**src/rtl/spq_pkg.sv**
```systemverilog
// ---------------------------------------------------------------------------
// spq_pkg
// types and constants shared by the sorted priority queue modules
// ---------------------------------------------------------------------------
package spq_pkg;

  // number of cells in the chain
  localparam int CAPACITY = 16;
  localparam int CNT_W    = $clog2(CAPACITY + 1);
  localparam int IDX_W    = (CAPACITY > 1) ? $clog2(CAPACITY) : 1;

  // request action codes
  localparam logic ACT_PUSH = 1'b0;
  localparam logic ACT_POP  = 1'b1;

  // result status codes
  localparam logic [1:0] ST_PUSHED = 2'd0;
  localparam logic [1:0] ST_POPPED = 2'd1;
  localparam logic [1:0] ST_EMPTY  = 2'd2;
  localparam logic [1:0] ST_FULL   = 2'd3;

  typedef struct packed {
    logic               action;
    logic signed [31:0] priority_req;
    logic        [31:0] payload;
  } spq_in_t;

  typedef struct packed {
    logic [1:0]  status;
    logic [31:0] out_payload;
    logic [4:0]  count;
  } spq_out_t;

  // contents of one cell
  typedef struct packed {
    logic               valid;
    logic signed [31:0] prio;
    logic        [31:0] payload;
  } spq_entry_t;

  // command broadcast to every cell
  typedef struct packed {
    logic               push;
    logic               pop;
    logic signed [31:0] prio;
    logic        [31:0] payload;
  } spq_cmd_t;

endpackage

```
**src/rtl/sorted_priority_queue_unit.sv**
```systemverilog
// result: a request's result is registered and shown in the cycle after it is accepted
// throughput: one push or pop per cycle; busy is high only while reset is held
// every cell compares against the new priority in the same cycle, so the
// parallel compare and shift across the cell chain sets the rate
// reset: synchronous active-low rst_n empties the queue and clears the strobe
// ---------------------------------------------------------------------------
// sorted_priority_queue_unit
// min-first priority queue built as a chain of sorting cells; ties leave
// in arrival order
// ---------------------------------------------------------------------------
module sorted_priority_queue_unit (
  input  logic             clk,
  input  logic             rst_n,
  input  logic             start,
  output logic             busy,
  input  spq_pkg::spq_in_t  in_req,
  output logic             out_valid,
  output spq_pkg::spq_out_t out_rsp
);
  import spq_pkg::*;

  logic                accept;
  logic                full, empty;
  spq_cmd_t            cmd;
  logic [CAPACITY-1:0] ins;
  spq_entry_t          entries [CAPACITY];

  logic [CNT_W-1:0]    count_r, count_nxt;
  logic                out_valid_r;
  spq_out_t            out_rsp_r, out_rsp_nxt;
  logic [CNT_W+4:0]    count_wide;

  // requests are held off only while reset is applied
  assign busy   = !rst_n;
  assign accept = start && !busy;
  assign full   = (count_r == CNT_W'(CAPACITY));
  assign empty  = (count_r == '0);

  // broadcast command
  always_comb begin
    cmd.push    = accept && (in_req.action == ACT_PUSH) && !full;
    cmd.pop     = accept && (in_req.action == ACT_POP) && !empty;
    cmd.prio    = in_req.priority_req;
    cmd.payload = in_req.payload;
  end

  // cell chain
  for (genvar i = 0; i < CAPACITY; i++) begin : g_cell
    logic       l_ins;
    spq_entry_t l_entry, r_entry;
    if (i == 0) begin : g_head
      assign l_ins   = 1'b0;
      assign l_entry = '0;
    end else begin : g_mid
      assign l_ins   = ins[i-1];
      assign l_entry = entries[i-1];
    end
    if (i == CAPACITY - 1) begin : g_tail
      assign r_entry = '0;
    end else begin : g_body
      assign r_entry = entries[i+1];
    end
    spq_cell u_cell (
      .clk         (clk),
      .rst_n       (rst_n),
      .cmd         (cmd),
      .left_ins    (l_ins),
      .left_entry  (l_entry),
      .right_entry (r_entry),
      .ins         (ins[i]),
      .entry       (entries[i])
    );
  end

  // count update and result build
  always_comb begin
    count_nxt               = count_r;
    out_rsp_nxt.out_payload = '0;
    if (in_req.action == ACT_PUSH) begin
      out_rsp_nxt.status = full ? ST_FULL : ST_PUSHED;
    end else begin
      out_rsp_nxt.status = empty ? ST_EMPTY : ST_POPPED;
    end
    if (cmd.push) begin
      count_nxt = count_r + 1'b1;
    end else if (cmd.pop) begin
      count_nxt               = count_r - 1'b1;
      out_rsp_nxt.out_payload = entries[0].payload;
    end
    count_wide        = {5'd0, count_nxt};
    out_rsp_nxt.count = count_wide[4:0];
  end

  // state and registered result
  always_ff @(posedge clk) begin
    if (!rst_n) begin
      count_r     <= '0;
      out_valid_r <= 1'b0;
    end else begin
      count_r     <= count_nxt;
      out_valid_r <= accept;
    end
  end

  always_ff @(posedge clk) begin
    if (accept) begin
      out_rsp_r <= out_rsp_nxt;
    end
  end

  assign out_valid = out_valid_r;
  assign out_rsp   = out_rsp_r;

endmodule

```
**src/rtl/spq_cell.sv**
```systemverilog
// ---------------------------------------------------------------------------
// spq_cell
// one slot of the sorted chain: holds an entry, shifts right on insert
// and left on removal
// ---------------------------------------------------------------------------
module spq_cell (
  input  logic               clk,
  input  logic               rst_n,
  input  spq_pkg::spq_cmd_t   cmd,
  input  logic               left_ins,
  input  spq_pkg::spq_entry_t left_entry,
  input  spq_pkg::spq_entry_t right_entry,
  output logic               ins,
  output spq_pkg::spq_entry_t entry
);
  import spq_pkg::*;

  logic               valid_r, valid_nxt;
  logic signed [31:0] prio_r, prio_nxt;
  logic        [31:0] payload_r, payload_nxt;

  // new entry belongs at or before this slot (strictly lower priority wins)
  assign ins = !valid_r || ($signed(cmd.prio) < $signed(prio_r));

  assign entry = '{valid: valid_r, prio: prio_r, payload: payload_r};

  // next contents
  always_comb begin
    valid_nxt   = valid_r;
    prio_nxt    = prio_r;
    payload_nxt = payload_r;
    if (cmd.push) begin
      if (left_ins) begin
        valid_nxt   = left_entry.valid;
        prio_nxt    = left_entry.prio;
        payload_nxt = left_entry.payload;
      end else if (ins) begin
        valid_nxt   = 1'b1;
        prio_nxt    = cmd.prio;
        payload_nxt = cmd.payload;
      end
    end else if (cmd.pop) begin
      valid_nxt   = right_entry.valid;
      prio_nxt    = right_entry.prio;
      payload_nxt = right_entry.payload;
    end
  end

  // occupancy flag
  always_ff @(posedge clk) begin
    if (!rst_n) begin
      valid_r <= 1'b0;
    end else begin
      valid_r <= valid_nxt;
    end
  end

  // entry data
  always_ff @(posedge clk) begin
    prio_r    <= prio_nxt;
    payload_r <= payload_nxt;
  end

endmodule

```
**config.mk**
```make
export PLATFORM = sky130hd
export DESIGN_NAME = sorted_priority_queue_unit
export DESIGN_NICKNAME = d
export VERILOG_FILES = /design/src/rtl/spq_pkg.sv /design/src/rtl/sorted_priority_queue_unit.sv /design/src/rtl/spq_cell.sv
export SDC_FILE = /design/constraint.sdc
export NUM_CORES = 2
export LEC_CHECK = 0
export ABC_AREA = 1
export BUFFER_PORTS_ARGS = -buffer_cell sky130_fd_sc_hd__buf_4
export CELL_PAD_IN_SITES_DETAIL_PLACEMENT = 0
export CELL_PAD_IN_SITES_GLOBAL_PLACEMENT = 1
export CORE_MARGIN = 5
export CORE_UTILIZATION = 40
export CTS_CLUSTER_SIZE = 20
export DETAILED_ROUTE_END_ITERATION = 6
export GPL_TIMING_DRIVEN = 0
export HOLD_SLACK_MARGIN = 0.12
export PLACE_DENSITY = 0.67
export SLEW_MARGIN = 20
export SYNTH_ARGS = -nofsm -noshare
export SYNTH_HDL_FRONTEND = slang
export SYNTH_SLANG_ARGS = --single-unit
```
**constraint.sdc**
```tcl
create_clock -name clk -period 10.4 [get_ports clk]
set_input_delay 2.08 -clock clk [delete_from_list [all_inputs] [get_ports clk]]
set_output_delay 2.08 -clock clk [all_outputs]
set_load 0.01 [all_outputs]
```
# Word-level counts from Yosys, hierarchy flattened
# Cells that the tools add are included.
# classes
n_eq_ne	17
reduce_logical	59
n_bitwise	2
mux	193
order_cmp	16
n_addsub	2
# op_table
cell	count
32-bit two-way mux	125
32-bit less-than comparator	16
1-bit two-way mux	63
3-bit by 1-bit inequality test with 1-bit output, second input constant	15
2-bit AND reduction	16
1-bit zero test	19
1-bit logical OR	16
5-bit two-way mux	2
2-bit two-way mux	3
5-bit by 1-bit adder with 5-bit output, second input constant	1
5-bit == test, second input constant	1
1-bit logical AND	5
5-bit zero test	1
5-bit by 1-bit subtractor with 5-bit output, second input constant	1
2-bit by 1-bit inequality test with 1-bit output, second input constant	1
1-bit inverter	2
2-bit nonzero test	1
2-bit OR reduction	1
# totals
reg_bits	1085
inputBits	68
output_inout_bits	41

# Longest topological paths before layout
# logic_depth
ltp_word	5
mapped_depth	21
ltp_nobuf	19

# Hierarchy
# A second synthesis with hierarchy kept.
# unflattened
hier_cells	8173
area_unflattened_um2	67372.1
# by_module_without_submodules
mod	seq_area_each_um2	cells_per_inst	area_each_um2	instances
spq_cell at g_cell[0].u_cell ...	1941.9	500	4095.2	12
spq_cell at g_cell[6].u_cell ...	1941.9	499	4082.7	4
sorted_priority_queue_unit	1291.2	177	1899.3	1

# Worst setup path after synthesis
# OpenSTA, ideal clock, no wires.
# synth_timing
path_kind	input -> register
start	input in_req[63] (netlist bit)
end	register g_cell[12].u_cell.payload_r[0] (enable)
n_path_buf	2
arrival_time_ns	6.976
stages	11
required_ns	9.876
setup_slack_ns	2.900
path_cell_list	ha_1 -> nand2_1 -> nor2_1 -> nand4_1 -> nor4_1 -> nand2_1 -> a21oi_1 -> nor2_1 -> buf_2 -> buf_2 -> a31oi_1
# synth_via
elab_chain_len	4
word_cells_on_any_way	6
classes_between	order compare: 2; eq/ne: 1; reduce/logical: 3
# synth_rtl
item	line	source
start: declaration	sorted_priority_queue_unit.sv:16	input spq_pkg::spq_in_t in_req,
32-bit less-than comparator	spq_cell.sv:23	assign ins = !valid_r || ($signed(cmd.prio) < $signed(prio_r));
1-bit logical OR	spq_cell.sv:23	
3-bit by 1-bit inequality test with 1-bit output (no line) *	--	
2-bit AND reduction (no line) *	--	
end signal: assignment	spq_cell.sv:61	payload_r <= payload_nxt;
end: declaration	spq_cell.sv:20	logic [31:0] payload_r, payload_nxt;
# Mark *: on every way between the ends. The rest lies on a longest branch, timed or not.
# A chain may end at the register's enable or synchronous reset.

# Final worst setup path
# layout_timing
start	input rst_n
end	register g_cell[7].u_cell.prio_r[10] (enable)
# layout_via
elab_chain_len	5
word_cells_on_any_way	8
classes_between	eq/ne: 1; reduce/logical: 7
# layout_rtl
item	line	source
start: declaration	sorted_priority_queue_unit.sv:13	input logic rst_n,
1-bit logical AND *	sorted_priority_queue_unit.sv:35	assign accept = start && !busy;
1-bit logical AND, on equally long branches (2 in series)	sorted_priority_queue_unit.sv:41, sorted_priority_queue_unit.sv:42	
3-bit by 1-bit inequality test with 1-bit output (no line) or 2-bit nonzero test (tied branches)	--	
2-bit AND reduction (no line) *	--	
end signal: assignment	spq_cell.sv:60	prio_r <= prio_nxt;
end: declaration	spq_cell.sv:19	logic signed [31:0] prio_r, prio_nxt;
# Marks and branches as above.

==> out/metrics.cfg <==
[status]
status=finished clean

[die]
die_h_microns=419
dieArea_sq_um=176000
core_sq_um=167000
start_util_pct=40.2
io_pins=109
dieWidth_microns=419
core.rowCount=150

[cts]
cts-root-buf=clkbuf_16
clk_latency_ns=0.79
cts_buffer_depth=3
post_cts_buffers=0
cts.clk_slew.worst_paths_ns=0.05
hold_buffers=0
htree_levels=4
cts_resized=0
cts_buffers=133
cts_tree=done
clock-sinks=1085

[grt]
use_met3_pct=4.31
grt_pass1_wl_microns=338000
grt_usage_pct=25.6
grt_pass1_vias=52700
grt_start_max_net_pins=46
busiest_layer=met2
use_met2_pct=39.2
globalRouteOverflowTotal=0
antenna_found_initial=5
grtUsageMet1_pct=38.1

[sta]
fin_worst_skew_ns=0.0279
period_needed_ns=5.56
final_hold_viol_count=0
fin_crit_sh_pct=53.4
drv_slew=0
finalSetupViolCount=0
max_freq_mhz=180
rsz0062_at_grt=no
whs_ns=0.463
maxSlewHeadroom_pct=19.8
fin_tns_setup_ns=0
tightest_slew_ns=1.20

[worst_setup_path]
worst_setup_path_end_kind=flop
reg2reg_from=count_r[1]
crit_path_start_kind=input pin
cp_data_required_time_ns=10.88
crit_arrival_ns=6.04
cpPeakStageDelay_ns=0.78
regToRegSetupSlack_ns=5.78
rr_endpoint=g_cell[7].u_cell.prio_r[10]
path_cells=buf_2 > nand2_1 > nor2_1 > nand2_1 > nand2_1 > inv_1 > clkbuf_2 > a21oi_4 > buf_16 > buf_16
cpMaxStageDelayCell=a21oi_4
crit_fanout=22
crit_family=buffers and inverters
path_class=in2reg
crit_top_cell=nand2_1
reg2reg_depth=13
path_buf_inv=5

[worst_hold_path]
whs_path_depth=2
hp-start=g_cell[15].u_cell.valid_r
whs_endpoint=g_cell[15].u_cell.valid_r
hold_path.class=reg2reg

[detailed_routing]
drt.antenna.violating_nets=0
drtPass1Iterations=5
drt_iter0_drc=4909
routed_wl_microns=230000
drc=0
drt-vias-per-instance=5.24
num_vias=56000
wire_per_inst_microns=21.5

[finish]
final_cell_mix=nand2_1 (2,295), edfxtp_1 (1,063), o21ai_0 (1,037)
final_nets=8947
final_cells=10700
syn_to_final_growth_pct=13.2
drive_gt1_share_pct=6.22
mostFrequentLayoutCell=nand2_1

[logic_synthesis]
netlist.area_leader.share_pct=47.6
synthesis.area_sq_um=67000
syn_avg_cell_area_sq_um=8.27
ys_seq_elements=1085
async_flop_share_pct=0
synthDistinctLibCells=41
synth_edf_count=1063
synthCells=8104
synth_area_leaders=edfxtp_1 (48%), nand2_1 (13%), ha_1 (9.3%)
yosysSeqAreaShare_pct=48.3
synth_nets=8670
synth_top_area_cell=edfxtp_1
synthFlopType=edfxtp_1
yosysWarnings=0

[place]
hpwlAfterDp_microns=188000
portBuffers=107
routabilityCongestion=0.896
dp_cells=10500

[power]
power_leakage_nw=32.4
powerDensity_nw_per_um2=158
power.total_mw=11.9
vdd_drop_max_uv=136

[job]
drv_cap=0

-- layer usage --
metal	vias up	wire (microns)	share of wire (%)
met4	0	4750	2.1
met3	226	16200	7.0
met5	-	0	0
met1	26200	110000	48
met2	1720	98900	43
li1	27900	-	-
-- registers in the layout, indices dropped and copies added, names as in the netlist --
register                 count
g_cell.u_cell.payload_r    512
g_cell.u_cell.prio_r       512
out_rsp                     39
g_cell.u_cell.valid_r       16
count_r                      5
out_valid                    1
-- report_power, final --
group	internal [mW]	switching (mW)	leakage [nW]
clock	2.62	1.95	2.05
sequential	5.23	0.0953	10.1
combinational	0.610	1.44	20.2
-- stage by stage --
| step | worst slack, ns | utilization (%) | cell area, sq um |
|---|---|---|---|
| floorplan | 2.90 | - | 67000 |
| global route | 4.66 | 45.4 | 75800 |
| finish | 4.84 | 45.5 | 75800 |
| CTS | 4.53 | 45.4 | 75800 |
| detailed placement | 3.70 | 42.9 | 71600 |
| global placement | -0.276 | 42.3 | 70600 |
-- worst max-delay path by stage --
stage,from,to,slack [ns],depth (start not counted)
2_1_floorplan,in_req[63],g_cell[12].u_cell.payload_r[0],2.90,11
3_3_place_gp,rst_n,g_cell[11].u_cell.prio_r[10],-0.28,9
3_5_place_dp,rst_n,g_cell[11].u_cell.prio_r[10],3.70,11
4_1_cts,rst_n,g_cell[11].u_cell.prio_r[10],4.53,11
5_1_grt,rst_n,g_cell[7].u_cell.prio_r[10],4.66,11
6_report,rst_n,g_cell[7].u_cell.prio_r[10],4.84,10
-- worst reg2reg max path, cell delays in order (launching register included) --
cell      delay (ns)
dfxtp_1         0.34
inv_1           0.11
ha_1            0.18
nand3_1         0.10
inv_1           0.13
nand2_1         0.08
nand2_1         0.23
buf_2           0.45
clkbuf_1        0.72
buf_1           0.59
nor2_1          0.25
a21oi_4         0.67
buf_16          0.26
buf_16          0.21
-- cell usage after synthesis (81+ instances only) --
master / number
nand2_1: 2298
edfxtp_1: 1063
o21ai_0: 1037
inv_1: 1029
nand3_1: 724
ha_1: 498
a21oi_1: 461
clkbuf_1: 324
nor2_1: 146
buf_2: 126
o21ai_1: 107
o211ai_1: 81
-- kinds of logic (layout without fill, tap and decap cells) --
kind of cell               count (synthesis)  in the layout  share of synthesized area (%)
DFF                                     1085           1085                           48.3
adders and majority gates                498            498                           9.30
other                                      0              2                              0
buffers and inverters                   1540           1921                           9.07
and+or+nand+nor                         3241           3241                           19.8
xor gates and xnor gates                   4              4                         0.0523
muxes                                      4              4                         0.0598
AOI/OAI and AO/OA                       1732           1732                           13.4
-- layout make-up --
type / instances / area, sq um
Antenna cell: 2 / 5.00
Buffer: 503 / 2200
Clock buffer: 178 / 3590
Clock inverter: 61 / 606
Fill cell: 16600 / 91000
Inverter: 1037 / 3890
Multi-Input combinational cell: 5479 / 28700
Sequential cell: 1085 / 32400
Tap cell: 2204 / 2760
Timing Repair Buffer: 142 / 1700
Note: power is estimated with default switching activity, not from simulation.
